--- src/hw/rtl/bffa_pkg.sv ---
// ----------------------------------------------------------------------------
// bffa_pkg
// Shared types, constants and helpers for the first-free bitmap allocator.
// ----------------------------------------------------------------------------
package bffa_pkg;

  localparam int MAP_BITS   = 8192;
  localparam int WORD_BITS  = 32;
  localparam int MAP_WORDS  = (MAP_BITS + WORD_BITS - 1) / WORD_BITS;
  localparam int ENTRY_W    = $clog2(MAP_BITS);
  localparam int WORD_IDX_W = $clog2(MAP_WORDS);
  localparam int BIT_IDX_W  = $clog2(WORD_BITS);
  localparam int NUM_W      = 14;
  localparam int CFG_IDX_W  = 1;

  localparam logic [NUM_W-1:0] LIMIT_RESET = NUM_W'(8192);

  typedef enum logic [0:0] {
    MODE_ALLOC = 1'b0,
    MODE_FREE  = 1'b1
  } mode_t;

  typedef enum logic [0:0] {
    POOL_INODE = 1'b0,
    POOL_BLOCK = 1'b1
  } pool_t;

  typedef enum logic [1:0] {
    STATUS_OK     = 2'd0,
    STATUS_FULL   = 2'd1,
    STATUS_RANGE  = 2'd2,
    STATUS_DOUBLE = 2'd3
  } status_t;

  typedef enum logic [CFG_IDX_W-1:0] {
    REG_INODE_LIMIT = 1'b0,
    REG_BLOCK_LIMIT = 1'b1
  } reg_idx_t;

  typedef enum logic [1:0] {
    S_IDLE,
    S_PREP,
    S_SCAN,
    S_FCHK
  } state_t;

  typedef struct packed {
    logic             mode;
    logic             pool;
    logic [NUM_W-1:0] entry_number;
  } alloc_req_t;

  typedef struct packed {
    logic [NUM_W-1:0] granted_number;
    logic [1:0]       status;
    logic [NUM_W-1:0] free_left;
  } alloc_rsp_t;

  // controller -> datapath
  typedef struct packed {
    logic    latch;    // capture request beat
    logic    rd_en;    // issue map read, advance scan pointer
    logic    commit;   // write map word and update used count
    logic    respond;  // load result registers
    status_t status;
  } bffa_cmd_t;

  // datapath -> controller
  typedef struct packed {
    logic is_free;
    logic lim_zero;
    logic range_ok;
    logic hit;        // clear bit found in current scan word
    logic last_word;  // current scan word is the last below the limit
    logic bit_set;    // entry to free is currently set
  } bffa_sts_t;

  // index of lowest set bit; caller checks the word is non-zero
  function automatic logic [BIT_IDX_W-1:0] lowest_set(input logic [WORD_BITS-1:0] v);
    logic [BIT_IDX_W-1:0] r;
    r = '0;
    for (int i = WORD_BITS - 1; i >= 0; i--) begin
      if (v[i]) r = BIT_IDX_W'(i);
    end
    return r;
  endfunction

endpackage

--- src/hw/rtl/bffa_ctrl.sv ---
// ----------------------------------------------------------------------------
// bffa_ctrl
// Sequencer: accept, check, word scan or free check, commit and respond.
// ----------------------------------------------------------------------------
module bffa_ctrl
  import bffa_pkg::*;
(
  input  logic      clk,
  input  logic      rst,
  input  logic      start,
  output logic      busy,
  input  bffa_sts_t sts,
  output bffa_cmd_t cmd
);

  state_t state, state_next;

  always_ff @(posedge clk) begin
    if (rst) begin
      state <= S_IDLE;
    end else begin
      state <= state_next;
    end
  end

  always_comb begin
    state_next = state;
    unique case (state)
      S_IDLE: begin
        if (start) state_next = S_PREP;
      end
      S_PREP: begin
        if (sts.is_free) begin
          state_next = sts.range_ok ? S_FCHK : S_IDLE;
        end else begin
          state_next = sts.lim_zero ? S_IDLE : S_SCAN;
        end
      end
      S_SCAN: begin
        if (sts.hit || sts.last_word) state_next = S_IDLE;
      end
      S_FCHK: begin
        state_next = S_IDLE;
      end
    endcase
  end

  always_comb begin
    cmd = '0;
    cmd.status = STATUS_OK;
    unique case (state)
      S_IDLE: begin
        cmd.latch = start;
      end
      S_PREP: begin
        cmd.rd_en = 1'b1;
        if (sts.is_free && !sts.range_ok) begin
          cmd.respond = 1'b1;
          cmd.status  = STATUS_RANGE;
        end else if (!sts.is_free && sts.lim_zero) begin
          cmd.respond = 1'b1;
          cmd.status  = STATUS_FULL;
        end
      end
      S_SCAN: begin
        cmd.rd_en = 1'b1;
        if (sts.hit) begin
          cmd.commit  = 1'b1;
          cmd.respond = 1'b1;
        end else if (sts.last_word) begin
          cmd.respond = 1'b1;
          cmd.status  = STATUS_FULL;
        end
      end
      S_FCHK: begin
        cmd.respond = 1'b1;
        if (sts.bit_set) begin
          cmd.commit = 1'b1;
        end else begin
          cmd.status = STATUS_DOUBLE;
        end
      end
    endcase
  end

  assign busy = (state != S_IDLE);

endmodule

--- config.mk ---
export PLATFORM = sky130hd
export DESIGN_NAME = bffa_ctrl
export DESIGN_NICKNAME = d
export VERILOG_FILES = /design/src/hw/rtl/bffa_pkg.sv /design/src/hw/rtl/bffa_ctrl.sv
export SDC_FILE = /design/constraint.sdc
export NUM_CORES = 1
export LEC_CHECK = 0
export BUFFER_PORTS_ARGS = -buffer_cell sky130_fd_sc_hd__buf_2
export CAP_MARGIN = 20
export CORE_AREA = 5 5 42 44
export DETAILED_ROUTE_END_ITERATION = 10
export DIE_AREA = 0 0 47 49
export PLACE_DENSITY_LB_ADDON = 0.3
export SYNTH_ARGS = -nofsm -noshare
export SYNTH_HDL_FRONTEND = slang
export SYNTH_SLANG_ARGS = --single-unit
--- constraint.sdc ---
create_clock -name clk -period 4.1 [get_ports clk]
set_input_delay 1.025 -clock clk [delete_from_list [all_inputs] [get_ports clk]]
set_output_delay 1.025 -clock clk [all_outputs]
set_load 0.005 [all_outputs]
==> impl_metrics.env, run 1 <==
export IMPL_peakVddDrop_v=0.000105
export IMPL_ios=16
export IMPL_status="completed"
export IMPL_cts_setup_buffers=0
export IMPL_dp_hpwl_microns=619
export IMPL_routed_via_density=4.31
export IMPL_grtUsageTotal_pct=7.17
export IMPL_gp_congestion=0.650
export IMPL_slew_headroom_pct=73.3
export IMPL_antenna_found_initial=0
export IMPL_fin_worst_skew_ns=0.00215
export IMPL_core_sq_um=1400
export IMPL_finalWorstPathRequiredPeriod_ns=2.68
export IMPL_finalNetCount=71
export IMPL_grt_pass1_wl_microns=1200
export IMPL_fmax_mhz=373
export IMPL_grt_max_degree=7
export IMPL_start_util_pct=20.3
export IMPL_ys_warn_count=0
export IMPL_syn_avg_cell_area_sq_um=7.68
export IMPL_drv_cap=0
export IMPL_leakagePower_nw=0.193
export IMPL_worstSetupEndpointType="output pin"
export IMPL_antenna_cells=0
export IMPL_ant_nets=0
export IMPL_drc=0
export IMPL_worstPathMaxFanout=4
export IMPL_finish_instance_area_sq_um=402
export IMPL_post_cts_resized=0
export IMPL_rsz0062_at_grt="false"
export IMPL_worst_pin_slew_ns=0.400
export IMPL_routed_wl_microns=722
export IMPL_power_density_nw_per_um2=279
export IMPL_largest_reg_flops=2
export IMPL_clk_transition_reported_paths_ns=0.03
export IMPL_setup_violations=0
export IMPL_synthCells=37
export IMPL_synth_distinct_cells=20
export IMPL_regMostFlops="state"
export IMPL_hp_class="flop to flop"
export IMPL_layout_drive_gt1_share_pct=34.5
export IMPL_drtIter0Drc=0
export IMPL_wl_per_cell_microns=10.2
export IMPL_worstSetupPathType="input pin to output pin"
export IMPL_cts_hold_buf=0
export IMPL_portBuffers=15
export IMPL_firstDrtPassIters=1
export IMPL_area_growth_pct=41.4
export IMPL_cts_tree="done"
export IMPL_total_power_mw=0.112
export IMPL_die_area_sq_um=2300
export IMPL_largestRegisters="state: 2 flops"
export IMPL_die_h_microns=49
export IMPL_clk_latency_ns=0.22
export IMPL_synth_area_top_cells="ha_1 22%, dfxtp_1 14%, o21ai_0 7.0%"
export IMPL_synth_top_area_share_pct=22.0
export IMPL_final_hold_viol_count=0
export IMPL_synth_top_cell_by_area="ha_1"
export IMPL_numCtsBuffers=3
export IMPL_vias=306
export IMPL_ys_seq_elements=2
export IMPL_clockBufferDepth=2
export IMPL_yosysSeqAreaShare_pct=14.1
export IMPL_clockRootBuffer="clkbuf_4"
export IMPL_die_w_microns=47
export IMPL_fin_tns_setup_ns=0
export IMPL_clock_sinks=2
export IMPL_rows=14
export IMPL_drv_slew=0
export IMPL_fin_crit_sh_pct=65.4
export IMPL_synthesis_nets=51
export IMPL_placed_area_sq_um=379
export IMPL_syn_area_sq_um=284
export IMPL_grt_overflow=0
export IMPL_grt_pass1_vias=309
export IMPL_crit_path_start_kind="input pin"
export IMPL_crit_required_ns=3.07
export IMPL_crit_arrival_ns=1.65
export IMPL_h_tree_depth=1
cell usage in the layout (no fill, tap or decap):
master,count
or3_1,1
and2_1,1
a211o_1,1
a21oi_1,2
clkbuf_4,3
ha_1,5
a31oi_1,2
nand2b_1,1
nor2b_4,1
nor2b_1,3
or4b_1,1
a22oi_1,1
dfxtp_1,2
o31ai_1,1
buf_2,15
nand2_1,1
nand3_1,1
nor2_1,2
nor3b_1,1
o21ai_0,4
nand3b_1,2
inv_1,4
cell families after synthesis:
| group | count (synthesis) | synth area share, % |
|---|---|---|
| and+or+nand+nor | 15 | 35.2 |
| AOI/OAI and AO/OA | 11 | 23.4 |
| adders and majority gates | 5 | 22.0 |
| buffers and inverters | 4 | 5.28 |
| DFF | 2 | 14.1 |
area by class of cell:
cell class                      count  area, sq um
Sequential cell                     2         40.0
Inverter                            4         15.0
Fill cell                         167         1000
Clock buffer                        3         22.5
Timing Repair Buffer               15         75.1
Multi-Input combinational cell     31          229
Tap cell                           16         20.0
power breakdown:
part	internal (mW)	switching, mW
combinational	0.0219	0.0221
clock	0.0323	0.0110
sequential	0.0221	0.00266
total	0.0764	0.0357
synthesized netlist by cell type:
library cell / instances
a211o_1: 1
a21oi_1: 2
a22oi_1: 1
a31oi_1: 2
and2_1: 1
dfxtp_1: 2
ha_1: 5
inv_1: 4
nand2_1: 1
nand2b_1: 1
nand3_1: 1
nand3b_1: 2
nor2_1: 2
nor2b_1: 3
nor2b_4: 1
nor3b_1: 1
o21ai_0: 4
o31ai_1: 1
or3_1: 1
or4b_1: 1
path summary, 6_finish.rpt:
kind,from,slack (ns),endpoint,depth (start not counted)
worst max-delay path,sts[5],1.42,cmd[2],5
worst min-delay path,state[0],0.51,state[0],2
worst max register to register,state[1],2.56,state[0],5
worst min register to register,state[0],0.51,state[0],2
layer usage:
layer,part of all wire (%),vias to the layer above,global-route usage (%)
li1,-,167,-
met1,46,129,8.75
met2,45,10,9.95
met3,9.1,0,2.21
met4,0,0,5.53
met5,0,-,0
critical path, cell delays in order:
cell,delay [ns]
buf_2,0.12
nor2b_1,0.13
o21ai_0,0.09
a31oi_1,0.16
buf_2,0.13
metrics by stage:
step | utilization, % | worst slack (ns) | hold WS [ns] | std cells
after global routing | 28.7 | 1.31 | 0.558 | 71
final | 28.7 | 1.42 | 0.514 | 71
after detailed placement | 27.1 | 1.40 | 0.517 | 68
after floorplan | - | 1.66 | 0.478 | 37
after global placement | 27.1 | 1.43 | 0.511 | 68
after CTS | 28.7 | 1.40 | 0.520 | 71
No activity file was read; power rests on OpenSTA's default activity.
==> run 2: changes to the inputs <==
Settings changed: ABC_AREA from default to 1.
Clock period 4.1 ns to 2.8 ns, I/O delays scaled along.
==> run 2 against run 1 <==
- synthesized cell count rose by 46%
- combinational power rose to 3.0 times the previous value
- power increased by 110%
- routed wire length is 4.6% lower
- design area is 6.5% higher
- sequential share of layout area decreased by 0.61 points
- die area is the same
- sequential cell count unchanged
- critical path type is now flop to output pin
- largest power group unchanged
==> impl_metrics.env, run 2 <==
export IMPL_synth_top_area_share_pct=20.2
export IMPL_firstDrtPassIters=3
export IMPL_dp_hpwl_microns=596
export IMPL_final_common_cell="buf_2"
export IMPL_crit_path_start_kind="flop"
export IMPL_synth_distinct_cells=14
export IMPL_status="completed"
export IMPL_worstSetupEndpointType="output pin"
export IMPL_synth_common_cells="14 x nand2_1, 11 x inv_1, 8 x nor2_1, 5 x ha_1, 3 x nand2_2"
export IMPL_grt_max_degree=6
export IMPL_largest_reg_flops=2
export IMPL_yosysSeqAreaShare_pct=12.9
export IMPL_final_setup_worst_slack_ns=0.741
export IMPL_grtUsageTotal_pct=6.96
export IMPL_synthCells=54
export IMPL_fmax_mhz=486
export IMPL_synth_flop_cell="dfxtp_1"
export IMPL_crit_required_ns=2.10
export IMPL_ys_warn_count=0
export IMPL_critPathMaxStageDelay_ns=0.36
export IMPL_clockBufferDepth=2
export IMPL_drv_cap=0
export IMPL_drc=0
export IMPL_numCtsBuffers=3
export IMPL_grt_overflow=0
export IMPL_crit_arrival_ns=1.36
export IMPL_die_h_microns=49
export IMPL_core_sq_um=1400
export IMPL_gp_congestion=0.730
export IMPL_power_density_nw_per_um2=551
export IMPL_fin_tns_setup_ns=0
export IMPL_clk_transition_reported_paths_ns=0.03
export IMPL_routed_via_density=3.97
export IMPL_leakagePower_nw=0.268
export IMPL_hp_class="flop to flop"
export IMPL_wl_per_cell_microns=7.83
export IMPL_fillCellCount=166
export IMPL_area_growth_pct=37.9
export IMPL_async_flop_share_pct=0
export IMPL_vias=349
export IMPL_layout_drive_gt1_share_pct=34.7
export IMPL_ant_nets=0
export IMPL_antenna_cells=0
export IMPL_die_w_microns=47
export IMPL_synth_area_top_cells="ha_1 20%, nand2_1 17%, inv_1 13%"
export IMPL_syn_avg_cell_area_sq_um=5.75
export IMPL_rsz0062_at_grt="false"
export IMPL_fin_crit_sh_pct=73.6
export IMPL_grt_pass1_wl_microns=1150
export IMPL_die_area_sq_um=2300
export IMPL_worstSetupPathType="flop to output pin"
export IMPL_antenna_found_initial=0
export IMPL_start_util_pct=22.1
export IMPL_setup_violations=0
export IMPL_fin_worst_skew_ns=0.00249
export IMPL_clk_latency_ns=0.22
export IMPL_regMostFlops="state"
export IMPL_final_hold_viol_count=0
export IMPL_drtIter0Drc=5
export IMPL_path_cells="inv_1 > ha_1 > inv_1 > nor2_1 > o21ai_1 > inv_1 > buf_2"
export IMPL_peakVddDrop_v=0.000178
export IMPL_h_tree_depth=1
export IMPL_largestRegisters="state: 2 flops"
export IMPL_worst_pin_slew_ns=0.174
export IMPL_finalWorstPathRequiredPeriod_ns=2.06
export IMPL_finalNetCount=88
export IMPL_final_cell_mix="15 x buf_2, 14 x nand2_1, 11 x inv_1, 8 x nor2_1, 5 x ha_1"
export IMPL_ys_seq_elements=2
export IMPL_ios=16
export IMPL_total_power_mw=0.236
export IMPL_drv_slew=0
export IMPL_clock_sinks=2
export IMPL_post_synth_top_count_cell="nand2_1"
export IMPL_cts_setup_buffers=0
export IMPL_routed_wl_microns=689
export IMPL_slowest_stage="dfxtp_1"
export IMPL_portBuffers=15
export IMPL_grt_pass1_vias=323
export IMPL_worstPathMaxFanout=4
export IMPL_slew_headroom_pct=88.4
export IMPL_dp_slack_ns=0.780
export IMPL_cts_hold_buf=0
export IMPL_crit_top_cell="inv_1"
export IMPL_synthesis_nets=68
export IMPL_post_cts_resized=0
export IMPL_synth_top_cell_by_area="ha_1"
export IMPL_rows=14
export IMPL_syn_area_sq_um=310
export IMPL_cts_tree="done"
export IMPL_clockRootBuffer="clkbuf_4"
export IMPL_synth_edf_count=0
run 2: power by group:
group | leakage (nW) | switching (mW) | internal, mW
Clock | 0.0138 | 0.0159 | 0.0472
Sequential | 0.0166 | 0.00661 | 0.0360
Combinational | 0.238 | 0.0750 | 0.0550
Total | 0.268 | 0.0975 | 0.138
run 2: area by class of cell:
| cell class | instances | area [sq um] | area share [%] |
|---|---|---|---|
| tap | 16 | 20.0 | 4.68 |
| timing repair buffer | 15 | 75.1 | 17.5 |
| sequential | 2 | 40.0 | 9.36 |
| multi-input combinational | 40 | 225 | 52.6 |
| inverter | 12 | 45.0 | 10.5 |
| clock buffer | 3 | 22.5 | 5.26 |
run 2: cells by family after synthesis:
family / share of synthesized area (%)
AOI/OAI and AO/OA: 6.45
adders and majority gates: 20.2
buffers and inverters: 14.5
DFF: 12.9
and+or+nand+nor: 46.0
run 2: path summary, 6_finish.rpt:
check,slack (ns),start,cells past startpoint,endpoint
min reg2reg,0.61,state[1],4,state[1]
max,0.74,state[1],7,cmd[0]
min,0.61,state[1],4,state[1]
max reg2reg,1.62,state[0],6,state[1]
run 2: critical path: cells and delay by family (launching register included):
kind                       cells  cell delay (ns)
DFF                            1             0.36
AOI/OAI and AO/OA              1             0.12
and+or+nand+nor                1             0.06
buffers and inverters          4             0.37
adders and majority gates      1             0.23
run 2: metal layers:
metal / share of wire [%] / global-route usage [%]
met5: 0 / 0
met4: 0 / 5.53
met3: 6.4 / 2.21
met2: 53 / 10.9
met1: 40 / 7.22
run 2: stage by stage:
step	util [%]	area (sq um)	hold WS [ns]	std cells
4_1_cts	30.5	428	0.618	88
2_1_floorplan	-	310	0.570	54
3_5_place_dp	28.9	405	0.613	85
5_1_grt	30.5	428	0.691	88
3_3_place_gp	28.9	405	0.610	85
6_report	30.5	428	0.613	88
